## config.mk

```make
export PLATFORM = sky130hd
export DESIGN_NAME = morton_sibling_average_downsampler_flat
export DESIGN_NICKNAME = d
export VERILOG_FILES = /design/src/design/msad_pkg.sv /design/src/design/msad_voxel_if.sv /design/src/design/msad_parent_if.sv /design/src/design/msad_lane.sv /design/src/design/morton_sibling_average_downsampler.sv /design/src/flat_wrapper.sv
export SDC_FILE = /design/constraint.sdc
export NUM_CORES = 1
export LEC_CHECK = 0
export BUFFER_PORTS_ARGS = -buffer_cell sky130_fd_sc_hd__buf_2
export CAP_MARGIN = 0
export CORE_MARGIN = 5
export CORE_UTILIZATION = 30
export CTS_BUF_LIST = sky130_fd_sc_hd__clkbuf_8
export DETAILED_ROUTE_END_ITERATION = 10
export GPL_TIMING_DRIVEN = 1
export SLEW_MARGIN = 5
export SYNTH_ARGS = -nofsm -noshare
export SYNTH_HDL_FRONTEND = slang
export SYNTH_HIERARCHICAL = 1
export SYNTH_SLANG_ARGS = --single-unit
```

## constraint.sdc

```tcl
create_clock -name clk -period 7.65 [get_ports clk]
set_input_delay 1.53 -clock clk [delete_from_list [all_inputs] [get_ports clk]]
set_output_delay 1.53 -clock clk [all_outputs]
set_load 0.005 [all_outputs]
```

## src/design/msad_pkg.sv

```systemverilog
// ----------------------------------------------------------------------------
// msad_pkg
// Shared constants and types of the sibling average downsampler.
// ----------------------------------------------------------------------------
package msad_pkg;

	localparam int COUNT_BITS   = 4;
	localparam int IDX_BITS     = 24;
	localparam int GUARD_BITS   = 3;
	localparam int CHILD_SHIFT  = 3;

	localparam logic [COUNT_BITS-1:0] MAX_SIBLINGS = 4'd8;

	// register index codes
	localparam logic REG_PARENT_BASE  = 1'b0;
	localparam logic REG_OUTPUT_START = 1'b1;

	// per-cycle commands to the component lanes
	typedef struct packed {
		logic clear;
		logic add;
		logic start;
	} lane_ctl_t;

endpackage

```

## src/design/msad_voxel_if.sv

```systemverilog
// ----------------------------------------------------------------------------
// msad_voxel_if
// Child voxel channel: valid/ready with code, three components and end mark.
// ----------------------------------------------------------------------------
interface msad_voxel_if #(
	parameter int CODE_BITS  = 30,
	parameter int VALUE_BITS = 16
);
	logic                         valid;
	logic                         ready;
	logic        [CODE_BITS-1:0]  voxel_code;
	logic signed [VALUE_BITS-1:0] value_x;
	logic signed [VALUE_BITS-1:0] value_y;
	logic signed [VALUE_BITS-1:0] value_z;
	logic                         end_of_stream;

	modport source (
		output valid, voxel_code, value_x, value_y, value_z, end_of_stream,
		input  ready
	);
	modport sink (
		input  valid, voxel_code, value_x, value_y, value_z, end_of_stream,
		output ready
	);
endinterface

```

## src/design/msad_parent_if.sv

```systemverilog
// ----------------------------------------------------------------------------
// msad_parent_if
// Parent result channel: valid/ready with code, averages and bookkeeping.
// ----------------------------------------------------------------------------
interface msad_parent_if #(
	parameter int CODE_BITS  = 30,
	parameter int VALUE_BITS = 16
);
	logic                                  valid;
	logic                                  ready;
	logic        [CODE_BITS-1:0]           parent_code;
	logic signed [VALUE_BITS-1:0]          avg_x;
	logic signed [VALUE_BITS-1:0]          avg_y;
	logic signed [VALUE_BITS-1:0]          avg_z;
	logic        [msad_pkg::COUNT_BITS-1:0] member_count;
	logic        [msad_pkg::IDX_BITS-1:0]   output_index;
	logic                                  overflow_error;
	logic                                  last_of_run;

	modport source (
		output valid, parent_code, avg_x, avg_y, avg_z, member_count,
		output output_index, overflow_error, last_of_run,
		input  ready
	);
	modport sink (
		input  valid, parent_code, avg_x, avg_y, avg_z, member_count,
		input  output_index, overflow_error, last_of_run,
		output ready
	);
endinterface

```

## src/design/msad_lane.sv

```systemverilog
// ----------------------------------------------------------------------------
// msad_lane
// One component lane: sibling accumulator and a radix-2 divider that takes
// the signed sum over the member count, truncated toward zero.
// ----------------------------------------------------------------------------
module msad_lane #(
	parameter int VALUE_BITS = 16
) (
	input  logic                                  clk,
	input  logic                                  arst_n,
	input  msad_pkg::lane_ctl_t                   ctl,
	input  logic signed [VALUE_BITS-1:0]          value,
	input  logic        [msad_pkg::COUNT_BITS-1:0] divisor,
	output logic signed [VALUE_BITS-1:0]          avg,
	output logic                                  done
);
	localparam int SUM_BITS = VALUE_BITS + msad_pkg::GUARD_BITS;
	localparam int STEP_BITS = $clog2(SUM_BITS + 1);
	localparam int REM_BITS = msad_pkg::COUNT_BITS - 1;

	logic signed [SUM_BITS-1:0]             sum_q;
	logic        [SUM_BITS-1:0]             mag_q;
	logic        [REM_BITS-1:0]             rem_q;
	logic        [msad_pkg::COUNT_BITS-1:0] div_q;
	logic                                   neg_q;
	logic        [STEP_BITS-1:0]            step_q;
	logic                                   busy_q;
	logic                                   done_q;

	logic        [msad_pkg::COUNT_BITS-1:0] trial;
	logic        [msad_pkg::COUNT_BITS-1:0] rem_next;
	logic                                   ge;
	logic        [SUM_BITS-1:0]             quo;

	// remainder stays below the divisor (at most 8), so it fits in three bits
	assign trial    = {rem_q, mag_q[SUM_BITS-1]};
	assign ge       = (trial >= div_q);
	assign rem_next = ge ? (trial - div_q) : trial;

	always_ff @(posedge clk or negedge arst_n) begin
		if (!arst_n) begin
			sum_q <= '0;
		end else if (ctl.clear) begin
			sum_q <= '0;
		end else if (ctl.add) begin
			sum_q <= sum_q + {{msad_pkg::GUARD_BITS{value[VALUE_BITS-1]}}, value};
		end
	end

	always_ff @(posedge clk or negedge arst_n) begin
		if (!arst_n) begin
			busy_q <= 1'b0;
			done_q <= 1'b0;
			step_q <= '0;
		end else if (ctl.start) begin
			busy_q <= 1'b1;
			done_q <= 1'b0;
			step_q <= STEP_BITS'(SUM_BITS);
		end else if (busy_q) begin
			step_q <= step_q - 1'b1;
			if (step_q == STEP_BITS'(1)) begin
				busy_q <= 1'b0;
				done_q <= 1'b1;
			end
		end
	end

	// quotient bits shift in at the bottom as dividend bits leave the top
	always_ff @(posedge clk) begin
		if (ctl.start) begin
			mag_q <= sum_q[SUM_BITS-1] ? -sum_q : sum_q;
			neg_q <= sum_q[SUM_BITS-1];
			rem_q <= '0;
			div_q <= divisor;
		end else if (busy_q) begin
			mag_q <= {mag_q[SUM_BITS-2:0], ge};
			rem_q <= rem_next[REM_BITS-1:0];
		end
	end

	assign quo  = neg_q ? -mag_q : mag_q;
	assign avg  = quo[VALUE_BITS-1:0];
	assign done = done_q;

endmodule

```

## src/design/morton_sibling_average_downsampler.sv

```systemverilog
// ----------------------------------------------------------------------------
// morton_sibling_average_downsampler
// Groups Morton-ordered child voxels by parent and emits per-parent averages.
// ----------------------------------------------------------------------------
//  channel     direction  handshake       carries
//  voxel_in    in         valid/ready     voxel_code, value_x/y/z, end_of_stream
//  parent_out  out        valid/ready     parent_code, avg_x/y/z, member_count,
//                                         output_index, overflow_error, last_of_run
//  apb         in         psel/penable    parent_base (0), output_start (1)
//
//  A voxel is taken only in the idle state; one that causes no result passes through
//  the add state, and each result also runs the bit-serial divider in the three lanes.
//  Voxels are taken while a finished result still waits in the output register.
//  Reset clears the pending group, emitted count and both registers.
//  A stalled output holds the next result in the divider until the register frees.
// ----------------------------------------------------------------------------
module morton_sibling_average_downsampler #(
	parameter int CODE_BITS  = 30,
	parameter int VALUE_BITS = 16,
	localparam int PDATA_BITS = (CODE_BITS > 32) ? 64 : 32,
	localparam int PADDR_BITS = (CODE_BITS > 32) ? 4 : 3
) (
	input  logic                  clk,
	input  logic                  arst_n,
	msad_voxel_if.sink            voxel_in,
	msad_parent_if.source         parent_out,
	input  logic                  psel,
	input  logic                  penable,
	input  logic                  pwrite,
	input  logic [PADDR_BITS-1:0] paddr,
	input  logic [PDATA_BITS-1:0] pwdata,
	output logic [PDATA_BITS-1:0] prdata,
	output logic                  pready
);
	localparam int CB = msad_pkg::COUNT_BITS;
	localparam int IB = msad_pkg::IDX_BITS;
	localparam int NUM_LANES = 3;

	localparam logic [1:0] ST_IDLE = 2'd0;
	localparam logic [1:0] ST_ADD  = 2'd1;
	localparam logic [1:0] ST_DIV  = 2'd2;
	localparam logic [1:0] ST_OUT  = 2'd3;

	logic [1:0]           state_q;
	logic [CODE_BITS-1:0] parent_base_q;
	logic [IB-1:0]        output_start_q;
	logic [IB-1:0]        emitted_q;
	logic [CODE_BITS-1:0] group_parent_q;
	logic [CB-1:0]        group_count_q;

	// accepted voxel
	logic [CODE_BITS-1:0]  item_parent_q;
	logic                  item_eos_q;
	logic [VALUE_BITS-1:0] item_val_q [NUM_LANES];
	logic                  added_q;
	logic                  ovf_q;
	logic                  last_q;

	// output register
	logic                  out_valid_q;
	logic [CODE_BITS-1:0]  out_parent_q;
	logic [VALUE_BITS-1:0] out_avg_q [NUM_LANES];
	logic [CB-1:0]         out_count_q;
	logic [IB-1:0]         out_index_q;
	logic                  out_ovf_q;
	logic                  out_last_q;

	msad_pkg::lane_ctl_t   lane_ctl;
	logic [VALUE_BITS-1:0] lane_avg [NUM_LANES];
	logic [NUM_LANES-1:0]  lane_done;

	logic cfg_wr;
	logic reg_sel;
	logic in_xfer;
	logic out_free;
	logic need_flush;
	logic load_out;

	assign pready  = 1'b1;
	assign cfg_wr  = psel && penable && pwrite;
	assign reg_sel = paddr[PADDR_BITS-1];

	always_comb begin
		case (reg_sel)
			msad_pkg::REG_PARENT_BASE:  prdata = PDATA_BITS'(parent_base_q);
			msad_pkg::REG_OUTPUT_START: prdata = PDATA_BITS'(output_start_q);
			default:                    prdata = '0;
		endcase
	end

	assign voxel_in.ready = (state_q == ST_IDLE);
	assign in_xfer        = voxel_in.valid && voxel_in.ready;
	assign out_free       = !out_valid_q || parent_out.ready;
	assign load_out       = (state_q == ST_OUT) && out_free;

	assign need_flush = (group_count_q != '0) &&
		((item_parent_q != group_parent_q) || (group_count_q == msad_pkg::MAX_SIBLINGS));

	always_comb begin
		lane_ctl = '0;
		if (state_q == ST_ADD) begin
			if (added_q || need_flush) begin
				lane_ctl.start = 1'b1;
			end else begin
				lane_ctl.add = 1'b1;
			end
		end
		if (load_out) begin
			lane_ctl.clear = 1'b1;
		end
	end

	for (genvar i = 0; i < NUM_LANES; i++) begin : g_lane
		msad_lane #(
			.VALUE_BITS(VALUE_BITS)
		) u_lane (
			.clk     (clk),
			.arst_n  (arst_n),
			.ctl     (lane_ctl),
			.value   (item_val_q[i]),
			.divisor (group_count_q),
			.avg     (lane_avg[i]),
			.done    (lane_done[i])
		);
	end

	// configuration registers
	always_ff @(posedge clk or negedge arst_n) begin
		if (!arst_n) begin
			parent_base_q  <= '0;
			output_start_q <= '0;
		end else if (cfg_wr) begin
			case (reg_sel)
				msad_pkg::REG_PARENT_BASE:  parent_base_q  <= pwdata[CODE_BITS-1:0];
				msad_pkg::REG_OUTPUT_START: output_start_q <= pwdata[IB-1:0];
				default: ;
			endcase
		end
	end

	// sequencer and group state
	always_ff @(posedge clk or negedge arst_n) begin
		if (!arst_n) begin
			state_q        <= ST_IDLE;
			emitted_q      <= '0;
			group_parent_q <= '0;
			group_count_q  <= '0;
			added_q        <= 1'b0;
			ovf_q          <= 1'b0;
			last_q         <= 1'b0;
		end else begin
			if (cfg_wr && (reg_sel == msad_pkg::REG_OUTPUT_START)) begin
				emitted_q <= '0;
			end
			case (state_q)
				ST_IDLE: begin
					if (in_xfer) begin
						added_q <= 1'b0;
						state_q <= ST_ADD;
					end
				end
				ST_ADD: begin
					if (added_q) begin
						// end of stream: flush the group that now holds this voxel
						ovf_q   <= 1'b0;
						last_q  <= 1'b1;
						state_q <= ST_DIV;
					end else if (need_flush) begin
						ovf_q   <= (item_parent_q == group_parent_q);
						last_q  <= !item_eos_q;
						state_q <= ST_DIV;
					end else begin
						if (group_count_q == '0) begin
							group_parent_q <= item_parent_q;
						end
						group_count_q <= group_count_q + 1'b1;
						added_q       <= 1'b1;
						state_q       <= item_eos_q ? ST_ADD : ST_IDLE;
					end
				end
				ST_DIV: begin
					if (&lane_done) begin
						state_q <= ST_OUT;
					end
				end
				ST_OUT: begin
					if (out_free) begin
						group_count_q <= '0;
						emitted_q     <= emitted_q + 1'b1;
						state_q       <= added_q ? ST_IDLE : ST_ADD;
					end
				end
				default: state_q <= ST_IDLE;
			endcase
		end
	end

	// item capture, parent computed on transfer
	always_ff @(posedge clk) begin
		if (in_xfer) begin
			item_parent_q <= parent_base_q + (voxel_in.voxel_code >> msad_pkg::CHILD_SHIFT);
			item_eos_q    <= voxel_in.end_of_stream;
			item_val_q[0] <= voxel_in.value_x;
			item_val_q[1] <= voxel_in.value_y;
			item_val_q[2] <= voxel_in.value_z;
		end
	end

	// merge the lanes into the output register
	always_ff @(posedge clk or negedge arst_n) begin
		if (!arst_n) begin
			out_valid_q <= 1'b0;
		end else if (load_out) begin
			out_valid_q <= 1'b1;
		end else if (parent_out.ready) begin
			out_valid_q <= 1'b0;
		end
	end

	always_ff @(posedge clk) begin
		if (load_out) begin
			out_parent_q <= group_parent_q;
			out_avg_q[0] <= lane_avg[0];
			out_avg_q[1] <= lane_avg[1];
			out_avg_q[2] <= lane_avg[2];
			out_count_q  <= group_count_q;
			out_index_q  <= output_start_q + emitted_q;
			out_ovf_q    <= ovf_q;
			out_last_q   <= last_q;
		end
	end

	assign parent_out.valid          = out_valid_q;
	assign parent_out.parent_code    = out_parent_q;
	assign parent_out.avg_x          = out_avg_q[0];
	assign parent_out.avg_y          = out_avg_q[1];
	assign parent_out.avg_z          = out_avg_q[2];
	assign parent_out.member_count   = out_count_q;
	assign parent_out.output_index   = out_index_q;
	assign parent_out.overflow_error = out_ovf_q;
	assign parent_out.last_of_run    = out_last_q;

endmodule
```

## src/flat_wrapper.sv

```systemverilog
// flat-port wrapper written by rule: the top's interface ports become plain ports
module morton_sibling_average_downsampler_flat 
#(
	parameter int CODE_BITS  = 30,
	parameter int VALUE_BITS = 16,
	localparam int PDATA_BITS = (CODE_BITS > 32) ? 64 : 32,
	localparam int PADDR_BITS = (CODE_BITS > 32) ? 4 : 3
)
  (clk, arst_n, psel, penable, pwrite, paddr, pwdata, prdata, pready, voxel_in_valid, voxel_in_voxel_code, voxel_in_value_x, voxel_in_value_y, voxel_in_value_z, voxel_in_end_of_stream, voxel_in_ready, parent_out_valid, parent_out_parent_code, parent_out_avg_x, parent_out_avg_y, parent_out_avg_z, parent_out_member_count, parent_out_output_index, parent_out_overflow_error, parent_out_last_of_run, parent_out_ready);
  msad_voxel_if #(.CODE_BITS(CODE_BITS), .VALUE_BITS(VALUE_BITS)) voxel_in_i ();
  msad_parent_if #(.CODE_BITS(CODE_BITS), .VALUE_BITS(VALUE_BITS)) parent_out_i ();
  input  logic clk;
  input  logic arst_n;
  input  logic psel;
  input  logic penable;
  input  logic pwrite;
  input  logic [PADDR_BITS-1:0] paddr;
  input  logic [PDATA_BITS-1:0] pwdata;
  output logic [PDATA_BITS-1:0] prdata;
  output logic pready;
  input wire logic [$bits(voxel_in_i.valid)-1:0] voxel_in_valid;
  input wire logic [$bits(voxel_in_i.voxel_code)-1:0] voxel_in_voxel_code;
  input wire logic [$bits(voxel_in_i.value_x)-1:0] voxel_in_value_x;
  input wire logic [$bits(voxel_in_i.value_y)-1:0] voxel_in_value_y;
  input wire logic [$bits(voxel_in_i.value_z)-1:0] voxel_in_value_z;
  input wire logic [$bits(voxel_in_i.end_of_stream)-1:0] voxel_in_end_of_stream;
  output wire logic [$bits(voxel_in_i.ready)-1:0] voxel_in_ready;
  output wire logic [$bits(parent_out_i.valid)-1:0] parent_out_valid;
  output wire logic [$bits(parent_out_i.parent_code)-1:0] parent_out_parent_code;
  output wire logic [$bits(parent_out_i.avg_x)-1:0] parent_out_avg_x;
  output wire logic [$bits(parent_out_i.avg_y)-1:0] parent_out_avg_y;
  output wire logic [$bits(parent_out_i.avg_z)-1:0] parent_out_avg_z;
  output wire logic [$bits(parent_out_i.member_count)-1:0] parent_out_member_count;
  output wire logic [$bits(parent_out_i.output_index)-1:0] parent_out_output_index;
  output wire logic [$bits(parent_out_i.overflow_error)-1:0] parent_out_overflow_error;
  output wire logic [$bits(parent_out_i.last_of_run)-1:0] parent_out_last_of_run;
  input wire logic [$bits(parent_out_i.ready)-1:0] parent_out_ready;
  assign voxel_in_i.valid = voxel_in_valid;
  assign voxel_in_i.voxel_code = voxel_in_voxel_code;
  assign voxel_in_i.value_x = voxel_in_value_x;
  assign voxel_in_i.value_y = voxel_in_value_y;
  assign voxel_in_i.value_z = voxel_in_value_z;
  assign voxel_in_i.end_of_stream = voxel_in_end_of_stream;
  assign voxel_in_ready = voxel_in_i.ready;
  assign parent_out_valid = parent_out_i.valid;
  assign parent_out_parent_code = parent_out_i.parent_code;
  assign parent_out_avg_x = parent_out_i.avg_x;
  assign parent_out_avg_y = parent_out_i.avg_y;
  assign parent_out_avg_z = parent_out_i.avg_z;
  assign parent_out_member_count = parent_out_i.member_count;
  assign parent_out_output_index = parent_out_i.output_index;
  assign parent_out_overflow_error = parent_out_i.overflow_error;
  assign parent_out_last_of_run = parent_out_i.last_of_run;
  assign parent_out_i.ready = parent_out_ready;
  morton_sibling_average_downsampler #(.CODE_BITS(CODE_BITS), .VALUE_BITS(VALUE_BITS)) u_core (.clk(clk), .arst_n(arst_n), .voxel_in(voxel_in_i), .parent_out(parent_out_i), .psel(psel), .penable(penable), .pwrite(pwrite), .paddr(paddr), .pwdata(pwdata), .prdata(prdata), .pready(pready));
endmodule
```

==> results.cfg, run 1 <==
[route]
wl_per_cell_um = 17.5
firstDrtPassIters = 5
vias = 18400
drc_errors = 0
ant_nets = 0
totalWireLength_um = 66100
drt-initial-drc-count = 977
via_per_inst = 4.88

[yosys]
ys_warn_count = 6
synthMuxAreaShare_pct = 6.02
seq_area_frac_synth_pct = 50.7
yosysTopAreaCell = edfxtp_1
synth-compound-area-share_pct = 13.2
synth_top_area_share_pct = 30.7
synth_seq_cells = 464
synth_ff_type = edfxtp_1
synth_xor_area_share_pct = 7.29
synth_top_family_by_area = simple AND/OR/NAND/NOR gates
syn_area_per_cell_um2 = 11.1
synth_area_leaders = edfxtp_1 31%, dfrtp_1 19%, ha_1 6.5%
netlist-cell-type-count = 86
synth_adder_area_share_pct = 7.10
synth-edff-count = 259
synth-simple-area-share_pct = 13.2
async_reset_ff_share_pct = 42.2
syn-cell-area_mm2 = 0.0253
netlist_instances = 2294

[cells_and_area]
final_common_cell = edfxtp_1
nFillCells = 8456
final_nets = 2827
final_cell_mix = 259 x edfxtp_1, 252 x buf_2, 215 x nand2_1
layout-drive-gt1-share_pct = 20.3
synthToLayoutAreaGrowth_pct = 17.1

[power_and_ir_drop]
leakage_nw = 12.2
power.density_mw_per_mm2 = 199
irDropWorstVdd_v = 0.000126

[worst_setup_path]
worstPathArrival_ns = 4.62
slowest_delay_ns = 0.81
r2r_end = u_core/g_lane[1].u_lane/mag_q[14]$_DFFE_PP_
crit_end = u_core/g_lane[1].u_lane/mag_q[14]$_DFFE_PP_
crit_top_cell = buf_4
path_max_fanout = 91
critPathLaunchType = register
endpoint_kind = register
crit_type = register to register
cp-startpoint = u_core/item_parent_q[29]$_DFFE_PP_
r2r_cells = 10
slowest_stage = buf_4
critical_path.top_delay_family = buffers and inverters
crit_buf_inv = 3
worstReg2RegStart = u_core/item_parent_q[29]$_DFFE_PP_
crit_chain = xnor2_1, nand4_1, nor4_1, buf_4, a31oi_1, o21ai_0, nor2_4, buf_4, buf_4, or2_2
rrSetupSlack_ns = 3.35
cp.required_ns = 7.97
cp.depth = 10

[min_path]
hold_depth = 0
hold_path.class = register to register

[global_route]
grt_start_max_net_pins = 142
grt_usage_pct = 14.2
grt_pass1_vias = 18200
grt_overflow = 0
antenna_found_initial = 4
grt_first_pass_wirelength_um = 103000

[timing]
hold_viol_final = 0
skew_ns = 0.0680
fin_tns_setup_ns = 0
max_slew_margin_pct = 33.2
worst_pin_slew_ns = 1.00
setup_violations = 0
final-max-slew-violation-count = 0
hold_ws_ns = 0.488
fmax_mhz = 232
rsz0062_at_grt = no
min_period_ns = 4.30
finalCritPeriodShare_pct = 56.3

[clock_tree]
clk_latency_ns = 0.70
cts_setup_buffers = 0
cts_buffers = 88
cts_buffer_depth = 3
cts_tree = built
post_cts_resize_count = 0
ctsHoldBuffers = 0
clkSinkCount = 464
cts-root-buf = clkbuf_8
clk_pin_slew_ns = 0.06
htree_levels = 3

[placement]
hpwl_um = 47200
place_congestion = 0.837
portBuffers = 253

[floorplanning]
row_count = 106
die_y_um = 301
die-area_mm2 = 0.0904
num_io_pins = 264
core_area_mm2 = 0.0837
die_w_um = 301
initial_utilization_pct = 30.3

[outcome]
status = finished, final reports clean

[flow_run]
drv_cap = 0
Yosys cell counts (all sizes together) (18+ instances only):
master  count
edfxtp    259
nand2     215
dfrtp     196
nor2      158
xnor2     157
a21oi     137
ha        131
o21ai     109
mux2      108
clkbuf     67
inv        67
nand3      56
xor2       54
a21o       44
mux2i      31
o31ai      31
nand2b     29
nand4      27
nor3       27
a211oi     26
nor2b      25
or3        24
o21a       21
and3       19
buf        18
power breakdown:
part / leakage [nW] / switching, mW / internal [mW]
Clock: 1.08 / 1.12 / 1.38
Combinational: 6.28 / 0.350 / 0.275
Sequential: 4.82 / 0.0678 / 2.72
metal layers:
metal | GRT usage (%) | vias up | share of wire, %
met5 | 0 | - | 0.032
met4 | 4.12 | 4 | 2.4
met3 | 3.20 | 115 | 5.7
met2 | 22.4 | 477 | 45
met1 | 19.8 | 8807 | 47
li1 | - | 9020 | -
area by class of cell:
cell class                 count  area [um^2]  area share, %
inverter                      70          268          0.902
timing repair buffer         267         1410           4.74
tap                         1134         1420           4.78
sequential                   464        12900           43.3
clock buffer                 103         1420           4.78
clock inverter                62          408           1.37
antenna                        3         7.51         0.0253
multi-input combinational   1676        11900           40.1
how the worst min path moves through the flow:
stage	start	endpoint	slack [ns]
after global placement	u_core/group_parent_q[22]$_DFFE_PN0P_	u_core/parent_out.parent_code[22]$_DFFE_PP_	0.47
final	u_core/group_parent_q[22]$_DFFE_PN0P_	u_core/parent_out.parent_code[22]$_DFFE_PP_	0.49
after floorplan	u_core/ovf_q$_DFFE_PN0P_	u_core/parent_out.overflow_error$_DFFE_PP_	0.44
after global routing	u_core/group_parent_q[14]$_DFFE_PN0P_	u_core/parent_out.parent_code[14]$_DFFE_PP_	0.50
after CTS	u_core/item_parent_q[4]$_DFFE_PP_	u_core/group_parent_q[4]$_DFFE_PN0P_	0.48
after detailed placement	u_core/group_parent_q[22]$_DFFE_PN0P_	u_core/parent_out.parent_code[22]$_DFFE_PP_	0.48
logic make-up after synthesis:
logic type,count (synthesis)
adders and majority gates,139
other,2
muxes,139
DFF,464
buffers and inverters,155
and+or+nand+nor,675
xor gates and xnor gates,211
AOI/OAI and AO/OA,509
stage by stage:
stage / cell area [um^2] / worst slack [ns] / util [%] / cells / total power, mW
after floorplan: 25400 / 0.623 / - / 2295 / 3.22
after global placement: 27800 / 2.87 / 33.3 / 3611 / 3.46
after detailed placement: 27800 / 2.92 / 33.3 / 3611 / 3.46
after CTS: 29700 / 3.31 / 35.5 / 3776 / 6.04
after global routing: 29700 / 3.02 / 35.5 / 3776 / 6.22
final: 29700 / 3.35 / 35.5 / 3779 / 5.92
state kept, by name (all words and copies together) (netlist names), 24 cells and up, named ones only:
| register | cells |
|---|---|
| u_core/g_lane.u_lane/sum_q | 57 |
| u_core/g_lane.u_lane/mag_q | 57 |
| u_core/item_parent_q | 30 |
| u_core/parent_base_q | 30 |
| u_core/group_parent_q | 30 |
| u_core/parent_out.output_index | 24 |
| u_core/parent_out.parent_code | 30 |
| u_core/out_avg_q | 48 |
| u_core/output_start_q | 24 |
| u_core/item_val_q | 48 |
| u_core/emitted_q | 24 |
(Power assumes the default switching activity.)
==> run 2: changes to the inputs <==
ABC_AREA = 1   (was not set)
clock period = 4.17 ns   (was 7.65 ns; I/O delays follow)
==> results.cfg, run 2 <==
[outcome]
status = finished, final reports clean

[worst_setup_path]
slowest_stage = clkinv_1
crit_chain = inv_1, ha_1, inv_1, nor2_1, inv_1, nor2_2, buf_4, inv_1, nand2_1, nand2_1, nand2_1, inv_2, buf_4, clkinv_1, nand2_1, o21ai_0
slowest_delay_ns = 0.59
crit_type = register to register
cp.required_ns = 4.60
endpoint_kind = register
crit_buf_inv = 8
critical_path.top_delay_family = buffers and inverters
worstPathArrival_ns = 3.77
critPathLaunchType = register
path_max_fanout = 27

[cells_and_area]
final_cell_mix = 835 x nand2_1, 351 x inv_1, 259 x edfxtp_1
fin_util_pct = 35.3
nFillCells = 9240
stdcell_count = 4659
layout-drive-gt1-share_pct = 16.2
final_nets = 3681
reg.largest.list = u_core/g_lane.u_lane/mag_q x57, u_core/g_lane.u_lane/sum_q x57
final_common_cell = nand2_1
synthToLayoutAreaGrowth_pct = 16.4

[yosys]
yosysTopAreaCell = edfxtp_1
synth.top_cells.by_count = 835 x nand2_1, 318 x inv_1, 259 x edfxtp_1, 226 x nor2_1, 217 x o21ai_0
synth_top_family_by_area = simple AND/OR/NAND/NOR gates
synth_top_area_share_pct = 28.9
synth_adder_area_share_pct = 6.69
netlist_instances = 3112
syn-cell-area_mm2 = 0.0269
yosysMostFrequentCell = nand2_1
ys_warn_count = 6
synth_seq_cells = 464
synth_area_leaders = edfxtp_1 29%, dfrtp_1 18%, nand2_1 12%
seq_area_frac_synth_pct = 47.8
syn_area_per_cell_um2 = 8.64
synthMuxAreaShare_pct = 0.917
synth-simple-area-share_pct = 23.3
synth-edff-count = 259
synth_ff_type = edfxtp_1
async_reset_ff_share_pct = 42.2
synth_xor_area_share_pct = 4.69
netlist-cell-type-count = 61
synth-compound-area-share_pct = 10.3

[clock_tree]
cts_tree = built
clkSinkCount = 464
cts_buffer_depth = 3
clk_latency_ns = 0.71
cts_buffers = 87
ctsHoldBuffers = 0
post_cts_resize_count = 0
cts_setup_buffers = 0
clk_pin_slew_ns = 0.06
htree_levels = 3
cts-root-buf = clkbuf_8

[global_route]
grt_overflow = 0
antenna_found_initial = 6
grt_first_pass_wirelength_um = 119000
grt_start_max_net_pins = 83
grt_pass1_vias = 21200
grt_usage_pct = 15.7

[route]
ant_nets = 0
drc_errors = 0
vias = 21900
totalWireLength_um = 76000
via_per_inst = 4.70
wl_per_cell_um = 16.3
drt-initial-drc-count = 1418
firstDrtPassIters = 5

[timing]
max_slew_margin_pct = 44.0
fmax_mhz = 299
min_period_ns = 3.34
setup_violations = 0
worst_pin_slew_ns = 0.839
final-max-slew-violation-count = 0
rsz0062_at_grt = no
fin_tns_setup_ns = 0
hold_viol_final = 0
skew_ns = 0.0331
finalCritPeriodShare_pct = 80.2

[floorplanning]
die_w_um = 309
die-area_mm2 = 0.0957
core_area_mm2 = 0.0886
initial_utilization_pct = 30.3
num_io_pins = 264
die_y_um = 309
row_count = 109

[power_and_ir_drop]
power_switching_mw = 9.20
power.density_mw_per_mm2 = 699
p_seq_share_pct = 38.0
pwr-share-comb_pct = 41.4
leakage_nw = 14.7
power.clock.fraction_pct = 20.6
p_int_mw = 12.7
netSwitchingFraction_pct = 42.0
irDropWorstVdd_v = 0.000329

[placement]
place_inst = 4497
hpwl_um = 57900
place_congestion = 0.891
portBuffers = 253

[flow_run]
drv_cap = 0

[min_path]
hold_path.class = input pin to asynchronous set/reset pin
run 2: worst paths after layout:
path / slack [ns] / depth (start not counted) / from / to
max: 0.83 / 16 / u_core/group_count_q[0]$_DFFE_PN0P_ / u_core/g_lane[1].u_lane/mag_q[0]$_DFFE_PP_
min: 0.11 / 1 / arst_n / u_core/g_lane[0].u_lane/sum_q[18]$_DFFE_PN0P_
max reg2reg: 0.83 / 16 / u_core/group_count_q[0]$_DFFE_PN0P_ / u_core/g_lane[1].u_lane/mag_q[0]$_DFFE_PP_
min reg2reg: 0.45 / 0 / u_core/g_lane[2].u_lane/mag_q[0]$_DFFE_PP_ / u_core/out_avg_q[0][32]$_DFFE_PP_
max in group asynchronous: 3.17 / 2 / arst_n / u_core/g_lane[2].u_lane/sum_q[18]$_DFFE_PN0P_
min in group clk: 0.30 / 1 / voxel_in_end_of_stream / u_core/item_eos_q$_DFFE_PP_
run 2: kinds of logic (layout without fill, tap and decap cells):
| family | Yosys count | after routing |
|---|---|---|
| buf+inv | 420 | 799 |
| other cells | 2 | 5 |
| simple gates | 1428 | 1428 |
| mux | 17 | 17 |
| flops | 464 | 464 |
| compound gates | 498 | 498 |
| xor+xnor | 144 | 144 |
| fa+ha+maj | 139 | 139 |
run 2: layout make-up:
cell class              count  area (um^2)  area share, %
clock buffers             101         1390           4.44
flip-flops and latches    464        12900           41.1
well taps                1165         1460           4.66
diodes                      2         5.00         0.0160
clock inverters            59          370           1.18
inverters                 364         1370           4.37
multi-input cells        2229        12400           39.5
repair buffers            275         1480           4.72
run 2: power groups by stage:
| stage | combinational [mW] | clock [mW] | sequential (mW) |
|---|---|---|---|
| after global routing | 10.4 | 4.90 | 8.53 |
| after floorplan | 6.89 | 0 | 7.84 |
| after CTS | 9.17 | 4.73 | 8.35 |
| final | 9.07 | 4.50 | 8.32 |
| after detailed placement | 9.12 | 0 | 8.42 |
| after global placement | 9.02 | 0 | 8.41 |
run 2: per-layer routing:
metal  wire length, um  global-route usage (%)  share of wire [%]  vias to the layer above
met5                13                       0              0.017                        -
met4              1550                    3.87                2.0                        2
met3              4320                    3.22                5.7                      104
li1                  -                       -                  -                    11000
met1             34800                    21.0                 46                    10200
met2             35400                    26.1                 47                      548
run 2: metrics by stage:
step	instance area, um^2	hold slack, ns	setup WS [ns]	power (mW)
CTS	31300	0.0540	0.778	22.2
global placement	29500	0.437	0.809	17.4
finish	31300	0.108	0.826	21.9
floorplan	26900	0.425	0.829	14.7
detailed placement	29500	0.443	0.797	17.5
global route	31300	0.0895	0.385	23.8
